<file path="config.mk">
export PLATFORM = sky130hd
export DESIGN_NAME = ppm_stream_decoder
export DESIGN_NICKNAME = d
export VERILOG_FILES = /design/src/design/ppd_pkg.sv /design/src/design/ppd_front.sv /design/src/design/ppd_queue.sv /design/src/design/ppd_back.sv /design/src/design/ppm_stream_decoder.sv
export SDC_FILE = /design/constraint.sdc
export NUM_CORES = 2
export LEC_CHECK = 0
export BUFFER_PORTS_ARGS = -buffer_cell sky130_fd_sc_hd__buf_2
export CORE_MARGIN = 5
export CORE_UTILIZATION = 50
export DETAILED_ROUTE_END_ITERATION = 6
export GPL_TIMING_DRIVEN = 0
export PLACE_DENSITY_LB_ADDON = 0.2
export SYNTH_ARGS = -nofsm -noshare
export SYNTH_HDL_FRONTEND = slang
export SYNTH_SLANG_ARGS = --single-unit
</file>
<file path="constraint.sdc">
create_clock -name clock -period 41.1 [get_ports clock]
set_input_delay 0 -clock clock [delete_from_list [all_inputs] [get_ports clock]]
set_output_delay 0 -clock clock [all_outputs]
set_load 0.1 [all_outputs]
</file>
<file path="src/design/ppd_pkg.sv">
// Shared types and codes for the PPM stream decoder.
// Used by ppd_front, ppd_queue, ppd_back and ppm_stream_decoder; no dependencies.
`default_nettype none
package ppd_pkg;

   // Result kinds
   localparam logic [1:0] KIND_PIXEL  = 2'd0;
   localparam logic [1:0] KIND_SIZE   = 2'd1;
   localparam logic [1:0] KIND_STATUS = 2'd2;

   // Status codes
   localparam logic [2:0] ST_OK         = 3'd0;
   localparam logic [2:0] ST_BAD_FORMAT = 3'd1;
   localparam logic [2:0] ST_BAD_SIZE   = 3'd2;
   localparam logic [2:0] ST_TOO_LARGE  = 3'd3;
   localparam logic [2:0] ST_SHORT      = 3'd4;
   localparam logic [2:0] ST_UNEXPECTED = 3'd5;

   localparam logic [7:0] ALPHA_OPAQUE = 8'hFF;
   localparam logic [7:0] CHAN_FULL    = 8'd255;

   // Work for one input byte: an optional channel, size and status, in that order
   typedef struct packed {
      logic        chan_v;
      logic [31:0] chan_u;
      logic [31:0] chan_max;
      logic [1:0]  chan_idx;
      logic        size_v;
      logic [14:0] size_w;
      logic [14:0] size_h;
      logic        stat_v;
      logic [2:0]  stat;
   } ppd_entry_type;

   // Queue fill status
   typedef struct packed {
      logic full;
      logic empty;
   } ppd_qstat_type;

endpackage
`default_nettype wire

</file>
<file path="src/design/ppd_front.sv">
// Front end: header parser and tokenizer, one file byte per transfer.
// Depends on ppd_pkg; pushes one ppd_entry_type per byte that has work.
`default_nettype none
module ppd_front #(
   parameter int MAX_DIM    = 16384,
   parameter int MAX_PIXELS = 16777216
) (
   input  wire logic              clock,
   input  wire logic              reset,
   input  wire logic              take,
   input  wire logic [7:0]        data_byte,
   input  wire logic              first_byte,
   input  wire logic              final_byte,
   output ppd_pkg::ppd_entry_type entry,
   output logic                   push
);
   import ppd_pkg::*;

   localparam int DIM_W  = $clog2(MAX_DIM + 1);
   localparam int PIX_W  = $clog2(MAX_PIXELS + 1);
   localparam int PROD_W = 2 * DIM_W;

   typedef enum logic [8:0] {
      PH_MAGIC_P   = 9'b000000001,
      PH_MAGIC_NUM = 9'b000000010,
      PH_MAGIC_SP  = 9'b000000100,
      PH_WIDTH     = 9'b000001000,
      PH_HEIGHT    = 9'b000010000,
      PH_MAXV      = 9'b000100000,
      PH_BIN_SEP   = 9'b001000000,
      PH_BIN_LF    = 9'b010000000,
      PH_DATA      = 9'b100000000
   } phase_type;

   typedef struct packed {
      phase_type        ph;
      logic             ascii;
      logic             cmt;
      logic             num;
      logic             done;
      logic [31:0]      acc;
      logic [DIM_W-1:0] wid;
      logic [31:0]      maxv;
      logic [1:0]       cidx;
      logic [PIX_W-1:0] left;
   } fs_type;

   typedef struct packed {
      fs_type        s;
      ppd_entry_type e;
   } fx_type;

   fs_type state_ff, state_in;
   fx_type work;

   function automatic logic is_ws(input logic [7:0] b);
      return (b == 8'h20) || (b >= 8'h09 && b <= 8'h0D);
   endfunction

   function automatic logic is_dig(input logic [7:0] b);
      return (b >= 8'h30) && (b <= 8'h39);
   endfunction

   // Parser state at reset and at the start of a file
   function automatic fs_type idle_state();
      fs_type s;
      s      = '0;
      s.ph   = PH_MAGIC_P;
      s.maxv = 32'd255;
      return s;
   endfunction

   function automatic fx_type finish(input fx_type x, input logic [2:0] st);
      fx_type y;
      y = x;
      y.e.stat_v = 1'b1;
      y.e.stat   = st;
      y.s.done   = 1'b1;
      return y;
   endfunction

   function automatic fx_type put_channel(input fx_type x, input logic [31:0] u);
      fx_type y;
      y = x;
      y.e.chan_v   = 1'b1;
      y.e.chan_u   = u;
      y.e.chan_max = x.s.maxv;
      y.e.chan_idx = x.s.cidx;
      if (x.s.cidx == 2'd2) begin
         y.s.cidx = 2'd0;
         if (x.s.left != '0) y.s.left = x.s.left - PIX_W'(1);
         if (y.s.left == '0) y = finish(y, ST_OK);
      end else begin
         y.s.cidx = x.s.cidx + 2'd1;
      end
      return y;
   endfunction

   function automatic fx_type finish_number(input fx_type x);
      fx_type            y;
      logic [31:0]       u;
      logic [PROD_W-1:0] prod;
      y = x;
      u = x.s.acc;
      prod = PROD_W'(x.s.wid) * PROD_W'(u[DIM_W-1:0]);
      y.s.num = 1'b0;
      y.s.acc = '0;
      unique case (x.s.ph)
         PH_WIDTH: begin
            if (u == '0) y = finish(y, ST_BAD_FORMAT);
            else if (u > 32'(MAX_DIM)) y = finish(y, ST_BAD_SIZE);
            else begin
               y.s.wid = u[DIM_W-1:0];
               y.s.ph  = PH_HEIGHT;
            end
         end
         PH_HEIGHT: begin
            if (u == '0) y = finish(y, ST_BAD_FORMAT);
            else if (u > 32'(MAX_DIM)) y = finish(y, ST_BAD_SIZE);
            else if (64'(prod) > 64'(MAX_PIXELS)) y = finish(y, ST_TOO_LARGE);
            else begin
               y.s.left   = PIX_W'(prod);
               y.e.size_v = 1'b1;
               y.e.size_w = 15'(x.s.wid);
               y.e.size_h = 15'(u[DIM_W-1:0]);
               y.s.ph     = PH_MAXV;
            end
         end
         PH_MAXV: begin
            if (u == '0) y = finish(y, ST_BAD_FORMAT);
            else begin
               y.s.maxv = u;
               y.s.cidx = 2'd0;
               y.s.ph   = x.s.ascii ? PH_DATA : PH_BIN_SEP;
            end
         end
         default: y = put_channel(y, u);
      endcase
      return y;
   endfunction

   function automatic fx_type bin_sep(input fx_type x, input logic [7:0] b);
      fx_type y;
      y = x;
      if (x.s.maxv > 32'd255) y = finish(y, ST_UNEXPECTED);
      else if (b == 8'h0A) y.s.ph = PH_DATA;
      else if (b == 8'h0D) y.s.ph = PH_BIN_LF;
      else y = finish(y, ST_BAD_FORMAT);
      return y;
   endfunction

   function automatic fx_type tokenize(input fx_type x, input logic [7:0] b);
      fx_type      y;
      logic [35:0] nxt;
      y = x;
      nxt = {x.s.acc, 3'b000} + {2'b00, x.s.acc, 1'b0} + 36'(b - 8'h30);
      if (x.s.cmt) begin
         if (b == 8'h0A) y.s.cmt = 1'b0;
      end else if (x.s.num) begin
         if (is_dig(b)) begin
            y.s.acc = (nxt[35:32] != '0) ? 32'hFFFF_FFFF : nxt[31:0];
         end else if (is_ws(b)) begin
            y = finish_number(y);
            if (!y.s.done && y.s.ph == PH_BIN_SEP) y = bin_sep(y, b);
         end else begin
            y = finish(y, ST_BAD_FORMAT);
         end
      end else if (is_ws(b)) begin
         y = x;
      end else if (b == 8'h23) begin
         y.s.cmt = 1'b1;
      end else if (is_dig(b)) begin
         y.s.num = 1'b1;
         y.s.acc = 32'(b - 8'h30);
      end else begin
         y = finish(y, ST_BAD_FORMAT);
      end
      return y;
   endfunction

   // Parse one byte
   always_comb begin
      work.e = '0;
      work.s = state_ff;
      if (first_byte) begin
         work.s = idle_state();
      end
      if (!work.s.done) begin
         unique case (work.s.ph)
            PH_MAGIC_P: begin
               if (data_byte == 8'h50) work.s.ph = PH_MAGIC_NUM;
               else work = finish(work, ST_BAD_FORMAT);
            end
            PH_MAGIC_NUM: begin
               if (data_byte == 8'h33 || data_byte == 8'h36) begin
                  work.s.ascii = (data_byte == 8'h33);
                  work.s.ph    = PH_MAGIC_SP;
               end else begin
                  work = finish(work, ST_BAD_FORMAT);
               end
            end
            PH_MAGIC_SP: begin
               if (is_ws(data_byte)) work.s.ph = PH_WIDTH;
               else work = finish(work, ST_BAD_FORMAT);
            end
            PH_BIN_SEP: work = bin_sep(work, data_byte);
            PH_BIN_LF: begin
               if (data_byte == 8'h0A) work.s.ph = PH_DATA;
               else work = finish(work, ST_BAD_FORMAT);
            end
            PH_DATA: begin
               if (work.s.ascii) work = tokenize(work, data_byte);
               else work = put_channel(work, 32'(data_byte));
            end
            PH_WIDTH, PH_HEIGHT, PH_MAXV: work = tokenize(work, data_byte);
            default: work = finish(work, ST_BAD_FORMAT);
         endcase
         // End of file: close a pending number, then report
         if (!work.s.done && final_byte) begin
            if (work.s.num) work = finish_number(work);
            if (!work.s.done) begin
               work = finish(work, (work.s.ph == PH_DATA && !work.s.ascii) ?
                                   ST_SHORT : ST_BAD_FORMAT);
            end
         end
      end
   end

   always_comb begin
      state_in = take ? work.s : state_ff;
      entry    = work.e;
      push     = take && (work.e.chan_v || work.e.size_v || work.e.stat_v);
   end

   always_ff @(posedge clock) begin
      if (reset) begin
         state_ff <= idle_state();
      end else begin
         state_ff <= state_in;
      end
   end

endmodule
`default_nettype wire

</file>
<file path="src/design/ppd_queue.sv">
// Small FIFO of per-byte work entries between front and back.
// Depends on ppd_pkg for the entry and status types.
`default_nettype none
module ppd_queue #(
   parameter int DEPTH = 4
) (
   input  wire logic                  clock,
   input  wire logic                  reset,
   input  wire logic                  push,
   input  ppd_pkg::ppd_entry_type     wr_entry,
   input  wire logic                  pop,
   output ppd_pkg::ppd_entry_type     rd_entry,
   output ppd_pkg::ppd_qstat_type     qstat
);
   import ppd_pkg::*;

   localparam int PTR_W = (DEPTH > 1) ? $clog2(DEPTH) : 1;
   localparam int CNT_W = $clog2(DEPTH + 1);

   ppd_entry_type slot_ff [DEPTH];
   logic [PTR_W-1:0] wptr_ff, wptr_in, rptr_ff, rptr_in;
   logic [CNT_W-1:0] count_ff, count_in;

   // Advance pointers and fill count
   always_comb begin
      wptr_in  = wptr_ff;
      rptr_in  = rptr_ff;
      count_in = count_ff;
      if (push) wptr_in = (wptr_ff == PTR_W'(DEPTH - 1)) ? '0 : wptr_ff + PTR_W'(1);
      if (pop)  rptr_in = (rptr_ff == PTR_W'(DEPTH - 1)) ? '0 : rptr_ff + PTR_W'(1);
      if (push && !pop) count_in = count_ff + CNT_W'(1);
      else if (pop && !push) count_in = count_ff - CNT_W'(1);
      qstat.full  = (count_ff == CNT_W'(DEPTH));
      qstat.empty = (count_ff == '0);
      rd_entry    = slot_ff[rptr_ff];
   end

   always_ff @(posedge clock) begin
      if (push) slot_ff[wptr_ff] <= wr_entry;
   end

   always_ff @(posedge clock) begin
      if (reset) begin
         wptr_ff  <= '0;
         rptr_ff  <= '0;
         count_ff <= '0;
      end else begin
         wptr_ff  <= wptr_in;
         rptr_ff  <= rptr_in;
         count_ff <= count_in;
      end
   end

`ifndef NO_ASSERTIONS
   a_no_overflow: assert property (@(posedge clock) disable iff (reset)
      push |-> (!qstat.full || pop))
      else $error("queue written while full");
   a_no_underflow: assert property (@(posedge clock) disable iff (reset)
      pop |-> !qstat.empty)
      else $error("queue read while empty");
   a_count_range: assert property (@(posedge clock) disable iff (reset)
      count_ff <= CNT_W'(DEPTH))
      else $error("queue count out of range");
`endif

endmodule
`default_nettype wire

</file>
<file path="src/design/ppd_back.sv">
// Back end: channel scaling by value*255/max, pixel assembly and result register.
// Depends on ppd_pkg; takes work entries from ppd_queue.
`default_nettype none
module ppd_back (
   input  wire logic              clock,
   input  wire logic              reset,
   input  ppd_pkg::ppd_entry_type head,
   input  ppd_pkg::ppd_qstat_type qstat,
   output logic                   pop,
   output logic                   rsp_valid,
   input  wire logic              rsp_stall,
   output logic [1:0]             rsp_kind,
   output logic [31:0]            rsp_pixel_rgba,
   output logic [14:0]            rsp_image_width,
   output logic [14:0]            rsp_image_height,
   output logic [2:0]             rsp_status,
   output logic                   rsp_last
);
   import ppd_pkg::*;

   typedef enum logic [4:0] {
      B_LOAD = 5'b00001,
      B_DIV  = 5'b00010,
      B_CHAN = 5'b00100,
      B_SIZE = 5'b01000,
      B_STAT = 5'b10000
   } bstate_type;

   bstate_type    state_ff, state_in;
   ppd_entry_type work_ff, work_in;
   logic [31:0]   rem_ff, rem_in;
   logic [7:0]    nlo_ff, nlo_in, quo_ff, quo_in;
   logic [2:0]    cnt_ff, cnt_in;
   logic [7:0]    red_ff, red_in, grn_ff, grn_in;
   logic          valid_ff, valid_in, last_ff, last_in;
   logic [1:0]    kind_ff, kind_in;
   logic [31:0]   rgba_ff, rgba_in;
   logic [14:0]   wid_ff, wid_in, hgt_ff, hgt_in;
   logic [2:0]    stat_ff, stat_in;
   logic [39:0]   numer;
   logic [32:0]   trial;
   logic          fits;
   logic          out_free;

   always_comb begin
      // Divider: numerator u*255, one quotient bit per cycle
      numer = {head.chan_u, 8'h00} - {8'h00, head.chan_u};
      trial = {rem_ff, nlo_ff[7]};
      fits  = (trial >= {1'b0, work_ff.chan_max});
      out_free = !valid_ff || !rsp_stall;

      state_in = state_ff;
      work_in  = work_ff;
      rem_in   = rem_ff;
      nlo_in   = nlo_ff;
      quo_in   = quo_ff;
      cnt_in   = cnt_ff;
      red_in   = red_ff;
      grn_in   = grn_ff;
      valid_in = valid_ff && rsp_stall;
      last_in  = last_ff;
      kind_in  = kind_ff;
      rgba_in  = rgba_ff;
      wid_in   = wid_ff;
      hgt_in   = hgt_ff;
      stat_in  = stat_ff;
      pop      = 1'b0;

      unique case (state_ff)
         B_LOAD: begin
            // Take the next entry
            if (!qstat.empty) begin
               pop     = 1'b1;
               work_in = head;
               rem_in  = numer[39:8];
               nlo_in  = numer[7:0];
               quo_in  = '0;
               cnt_in  = '0;
               if (!head.chan_v) begin
                  state_in = B_SIZE;
               end else if (head.chan_max == '0 || head.chan_u >= head.chan_max) begin
                  quo_in   = CHAN_FULL;
                  state_in = B_CHAN;
               end else begin
                  state_in = B_DIV;
               end
            end
         end
         B_DIV: begin
            rem_in = fits ? 32'(trial - {1'b0, work_ff.chan_max}) : trial[31:0];
            nlo_in = {nlo_ff[6:0], 1'b0};
            quo_in = {quo_ff[6:0], fits};
            cnt_in = cnt_ff + 3'd1;
            if (cnt_ff == 3'd7) state_in = B_CHAN;
         end
         B_CHAN: begin
            // Collect channels, emit on the third
            priority if (work_ff.chan_idx == 2'd0) begin
               red_in   = quo_ff;
               state_in = B_SIZE;
            end else if (work_ff.chan_idx == 2'd1) begin
               grn_in   = quo_ff;
               state_in = B_SIZE;
            end else if (out_free) begin
               valid_in = 1'b1;
               kind_in  = KIND_PIXEL;
               rgba_in  = {ALPHA_OPAQUE, quo_ff, grn_ff, red_ff};
               wid_in   = '0;
               hgt_in   = '0;
               stat_in  = ST_OK;
               last_in  = !work_ff.stat_v;
               state_in = B_SIZE;
            end
         end
         B_SIZE: begin
            if (!work_ff.size_v) begin
               state_in = B_STAT;
            end else if (out_free) begin
               valid_in = 1'b1;
               kind_in  = KIND_SIZE;
               rgba_in  = '0;
               wid_in   = work_ff.size_w;
               hgt_in   = work_ff.size_h;
               stat_in  = ST_OK;
               last_in  = !work_ff.stat_v;
               state_in = B_STAT;
            end
         end
         B_STAT: begin
            if (!work_ff.stat_v) begin
               state_in = B_LOAD;
            end else if (out_free) begin
               valid_in = 1'b1;
               kind_in  = KIND_STATUS;
               rgba_in  = '0;
               wid_in   = '0;
               hgt_in   = '0;
               stat_in  = work_ff.stat;
               last_in  = 1'b1;
               state_in = B_LOAD;
            end
         end
         default: state_in = B_LOAD;
      endcase
   end

   always_ff @(posedge clock) begin
      if (reset) begin
         state_ff <= B_LOAD;
         valid_ff <= 1'b0;
      end else begin
         state_ff <= state_in;
         valid_ff <= valid_in;
      end
   end

   always_ff @(posedge clock) begin
      work_ff <= work_in;
      rem_ff  <= rem_in;
      nlo_ff  <= nlo_in;
      quo_ff  <= quo_in;
      cnt_ff  <= cnt_in;
      red_ff  <= red_in;
      grn_ff  <= grn_in;
      last_ff <= last_in;
      kind_ff <= kind_in;
      rgba_ff <= rgba_in;
      wid_ff  <= wid_in;
      hgt_ff  <= hgt_in;
      stat_ff <= stat_in;
   end

   assign rsp_valid        = valid_ff;
   assign rsp_kind         = kind_ff;
   assign rsp_pixel_rgba   = rgba_ff;
   assign rsp_image_width  = wid_ff;
   assign rsp_image_height = hgt_ff;
   assign rsp_status       = stat_ff;
   assign rsp_last         = last_ff;

`ifndef NO_ASSERTIONS
   a_status_last: assert property (@(posedge clock) disable iff (reset)
      (valid_ff && kind_ff == KIND_STATUS) |-> last_ff)
      else $error("status result not marked last");
   a_pixel_alpha: assert property (@(posedge clock) disable iff (reset)
      (valid_ff && kind_ff == KIND_PIXEL) |-> (rgba_ff[31:24] == ALPHA_OPAQUE))
      else $error("pixel alpha not opaque");
   a_div_rem: assert property (@(posedge clock) disable iff (reset)
      (state_ff == B_DIV) |-> (rem_ff < work_ff.chan_max))
      else $error("divider remainder out of range");
`endif

endmodule
`default_nettype wire

</file>
<file path="src/design/ppm_stream_decoder.sv">
// PPM (P3/P6) stream decoder top level: front parser, work queue, scaling back end.
// Depends on ppd_pkg, ppd_front, ppd_queue and ppd_back.
//
//   channel   ports                                   direction
//   request   req_valid/req_stall, data/first/final    in
//   response  rsp_valid/rsp_stall, kind..last          out
//
// The parser takes one byte per cycle while the queue has room.
// A byte with work passes the back-end load, size and status states, and with a
// channel also the channel state, after the divider state for a channel below the
// maximum (one quotient bit per cycle of the divider); a byte without work is not queued.
// Reset clears parser, queue and result valid; the parse restarts at the magic.
// A stalled result holds; the queue then fills and raises req_stall.
`default_nettype none
module ppm_stream_decoder #(
   parameter int MAX_DIM     = 16384,
   parameter int MAX_PIXELS  = 16777216,
   parameter int QUEUE_DEPTH = 4
) (
   input  wire logic        clock,
   input  wire logic        reset,
   input  wire logic        req_valid,
   output logic             req_stall,
   input  wire logic [7:0]  req_data_byte,
   input  wire logic        req_first_byte,
   input  wire logic        req_final_byte,
   output logic             rsp_valid,
   input  wire logic        rsp_stall,
   output logic [1:0]       rsp_kind,
   output logic [31:0]      rsp_pixel_rgba,
   output logic [14:0]      rsp_image_width,
   output logic [14:0]      rsp_image_height,
   output logic [2:0]       rsp_status,
   output logic             rsp_last
);
   import ppd_pkg::*;

   ppd_entry_type wr_entry, rd_entry;
   ppd_qstat_type qstat;
   logic          push, pop, take;

   // Accept a byte while the queue has room
   assign req_stall = qstat.full;
   assign take      = req_valid && !req_stall;

   ppd_front #(
      .MAX_DIM   (MAX_DIM),
      .MAX_PIXELS(MAX_PIXELS)
   ) u_front (
      .clock     (clock),
      .reset     (reset),
      .take      (take),
      .data_byte (req_data_byte),
      .first_byte(req_first_byte),
      .final_byte(req_final_byte),
      .entry     (wr_entry),
      .push      (push)
   );

   ppd_queue #(
      .DEPTH(QUEUE_DEPTH)
   ) u_queue (
      .clock   (clock),
      .reset   (reset),
      .push    (push),
      .wr_entry(wr_entry),
      .pop     (pop),
      .rd_entry(rd_entry),
      .qstat   (qstat)
   );

   ppd_back u_back (
      .clock           (clock),
      .reset           (reset),
      .head            (rd_entry),
      .qstat           (qstat),
      .pop             (pop),
      .rsp_valid       (rsp_valid),
      .rsp_stall       (rsp_stall),
      .rsp_kind        (rsp_kind),
      .rsp_pixel_rgba  (rsp_pixel_rgba),
      .rsp_image_width (rsp_image_width),
      .rsp_image_height(rsp_image_height),
      .rsp_status      (rsp_status),
      .rsp_last        (rsp_last)
   );

endmodule
`default_nettype wire
</file>
==> impl_metrics.yaml <==
setup_path:
  cp_slowest_stage_delay_ps: 1360
  endpoint: "u_queue.slot_ff[1][4]"
  critPathKind: "in -> reg"
  endpoint_kind: "flip-flop"
  rrSetupSlack_ps: 22370
  crit_arrival_ps: 23220
  critPathRequiredTime_ps: 41500
  critPathMaxFanout: 10
  crit_path_top_delay_cell: "o21ai_0"
  critPathLaunch: "req_first_byte"
  critPathMostFrequentCell: "clkbuf_1"
  reg2regPathDepth: 42
  reg2reg_to: "u_queue.slot_ff[1][4]"
  reg2reg_from: "u_front.state_ff[82]"
  crit_path_start_kind: "input pin"
floorplanning:
  dieHeight_um: 355.7
  coreArea_um2: 118400
  die-area_um2: 126500
  initial_utilization_pct: 50.46
  rows: 126
  ioPinCount: 84
  die_w_um: 355.7
timing:
  skew_ps: 43.71
  setup_tns_ps: 0
  post-route-period-util_pct: 55.53
  finalSetupViolations: 0
  fmax_mhz: 43.82
  relSlewSlack_pct: -19.03
  tightest_slew_ps: 1767
  rsz0062_at_grt: "no"
  slew_viol_final: 22
  min_period_ps: 22820
  hold_viol: 0
yosys:
  yosysSeqAreaShare_pct: 35.25
  synth_edf_count: 612
  synthXorXnorAreaFrac_pct: 2.507
  ys_warn_count: 0
  synth_fp_nets: 6980
  synthArstFlopShare_pct: 0
  syn-cell-area_um2: 59740
  synth.avg_cell_area_um2: 9.527
  synthDistinctLibCells: 104
  synth_top_family_by_area: "adder cells"
  synth_compound_area_share_pct: 15.07
  ys_ff_latch: 746
  synth-adder-area-share_pct: 18.92
  synth_mux_area_share_pct: 4.727
  synthFlopType: "edfxtp_1"
  synthSimpleGateAreaFrac_pct: 17.52
  syn-instance-count: 6271
power_and_ir_drop:
  switching_power_mw: 1.085
  power.share.clock_pct: 24.9
  total_power_mw: 2.846
  seq_power_share_pct: 36.6
  leakagePower_nw: 26.04
  combPwrFrac_pct: 38.5
  p_per_area_nw_per_um2: 43.72
  p_sw_share_pct: 38.12
  p_int_mw: 1.761
  vdd_drop_max_uv: 58.79
outcome:
  violations: "design-rule violations, max-capacitance violations, max-slew violations"
  status: "finished, violations left"
global_routing:
  grt_pass1_wl_mm: 345.6
  grtUsageMet3_pct: 7.366
  antenna_found_initial: 9
  grtUsageMet1_pct: 46.78
  grt-busiest-layer: "met2"
  grt_pass1_vias: 50080
  grt_start_max_net_pins: 60
  grtUsageTotal_pct: 37.16
  use_met2_pct: 58.93
  overflow: 0
route:
  first_pass_iters: 7
  drt-total-wl_mm: 240.0
  drt-initial-drc-count: 5960
  dr_total_vias: 51710
  drtAntennaViolNets: 0
  wire_per_inst_um: 29.59
  post-route-drc-count: 7
  vias_per_cell: 6.374
cells_and_area:
  fillers: 10600
  drive_gt1_share_pct: 6.591
  area_growth_pct: 8.955
  multi_input_area_um2: 35210
  finish.utilization_pct: 54.98
  seq_area_um2: 21060
  nets: 7160
job:
  cap_violations: 6
clocking:
  clk-insertion-delay-late_ps: 660
  cts_max_level: 3
  clk_pin_slew_ps: 70
  clock_path_buffers: 3
  cts.repair.resized: 0
  cts_tree: "done"
  clockRootBuffer: "clkbuf_16"
  cts_sinks: 746
  cts_inserted_buffers: 76
min_path:
  hp-class: "in -> reg"
  whs_path_depth: 4
place:
  port-buffer-count: 80
  dp_hpwl_mm: 187.7
  place.gp.congestion: 1.050
## Yosys cell counts, types with 50 or more instances
cell type    n  area share (%)
a22oi_1     71            0.89
inv_1      570             3.6
a21o_1     100             1.3
mux4_2     102             3.8
a21oi_1    373             3.1
nor2_1     598             3.8
edfxtp_1   612              31
o21ai_0    236             2.0
xnor2_1    118             1.7
and2_1     238             2.5
a31oi_1     64            0.67
xor2_1      53            0.78
nor4_1      70            0.73
nor3_1     154             1.3
ha_1       348             7.3
a211oi_1    99             1.2
dfxtp_1    134             4.5
nand2b_1    50            0.52
fa_1       347              12
nand3_1    126             1.1
clkbuf_1   317             2.0
nor2b_1     81            0.85
nand2_1    638             4.0
nand4_1     52            0.54
## area by class of cell
cell class / count / share of cell area (%)
Sequential cell: 746 / 32.35
Buffer: 374 / 2.218
Tap cell: 1600 / 3.075
Clock buffer: 92 / 3.093
Antenna cell: 4 / 0.01538
Multi-Input combinational cell: 4580 / 54.08
Timing Repair Buffer: 102 / 1.086
Inverter: 571 / 3.296
Clock inverter: 44 / 0.7785
## critical path: cells and delay by family
family | cells | cell delay, ps
AO/OA/AOI/OAI | 16 | 6450
AND/OR/NAND/NOR | 8 | 3250
adder cells (fa/ha/maj) | 9 | 4140
XOR/XNOR | 1 | 210
buffers and inverters | 18 | 9070
## worst min-delay path by stage
stage / start / endpoint / slack [ps]
floorplan: req_final_byte / u_front.state_ff[106] / 280
global placement: u_front.state_ff[61] / u_front.state_ff[61] / 430
detailed placement: u_front.state_ff[64] / u_front.state_ff[64] / 440
CTS: req_valid / u_front.state_ff[106] / 20
global route: req_valid / u_front.state_ff[106] / 50
finish: req_valid / u_front.state_ff[106] / 80
## power groups by stage
stage               logic [mW]  clock network (mW)  registers, mW
finish                    1.10               0.707           1.04
global route              1.19               0.745           1.05
CTS                       1.09               0.710           1.04
detailed placement        1.08                   0           1.05
global placement          1.06                   0           1.06
floorplan                0.722                   0           1.10
## sequential cells by signal, indices dropped and copies added, names as in the netlist, 8 cells and up, named ones only
name and cells:
u_queue.slot_ff 408, u_front.state_ff 119, u_back.work_ff 69, u_back.rem_ff 32, u_back.rsp_pixel_rgba 32, u_back.rsp_image_height 15
u_back.rsp_image_width 15, u_back.grn_ff 8, u_back.nlo_ff 8, u_back.quo_ff 8, u_back.red_ff 8
## per-layer routing
layer | vias to the layer above | part of all wire (%)
met5 | - | 0.045
met2 | 3014 | 45
li1 | 22580 | -
met3 | 848 | 8.9
met4 | 14 | 8.1
met1 | 25260 | 38
## cell usage in the layout (no fill, tap or decap), types with 18 or more instances in the layout
| cell | n |
|---|---|
| nand2_1 | 637 |
| edfxtp_1 | 612 |
| nor2_1 | 596 |
| inv_1 | 569 |
| a21oi_1 | 372 |
| ha_1 | 348 |
| fa_1 | 347 |
| clkbuf_1 | 329 |
| o21ai_0 | 236 |
| and2_1 | 234 |
| nor3_1 | 150 |
| dfxtp_1 | 134 |
| nand3_1 | 126 |
| xnor2_1 | 118 |
| mux4_2 | 102 |
| a21o_1 | 100 |
| a211oi_1 | 99 |
| buf_2 | 97 |
| nor2b_1 | 81 |
| clkbuf_16 | 77 |
| a22oi_1 | 71 |
| nor4_1 | 67 |
| a31oi_1 | 64 |
| xor2_1 | 53 |
| nand4_1 | 52 |
| nand2b_1 | 50 |
| o21a_1 | 47 |
| o211ai_1 | 47 |
| mux2i_1 | 46 |
| or3_1 | 42 |
| buf_1 | 37 |
| and3_1 | 36 |
| o21bai_1 | 28 |
| or2_2 | 27 |
| o31ai_1 | 26 |
| o21ai_1 | 25 |
| a211o_1 | 24 |
| o22ai_1 | 18 |
## logic make-up (layout without fill, tap and decap cells)
logic type,after synthesis,in the layout
other cells,0,4
fa+ha+maj,695,695
compound gates,1371,1371
buf+inv,945,1183
mux,154,154
simple gates,2189,2189
flops,746,746
xor+xnor,171,171
## metrics by stage
stage	std cells	instance area [µm²]	worst slack, ps	hold WS, ps
detailed placement	7970	62540	18990	442.7
global route	8109	65080	18980	52.67
finish	8113	65090	18280	78.85
global placement	7951	62150	18360	433.0
CTS	8108	65080	19600	22.43
floorplan	6271	59740	27920	281.6
## what timing repair did
action                    CTS  global route
hold endpoints to repair    4             0
hold buffers                2             0
setup buffers               0             0
Note: power is estimated with default switching activity, not from simulation.
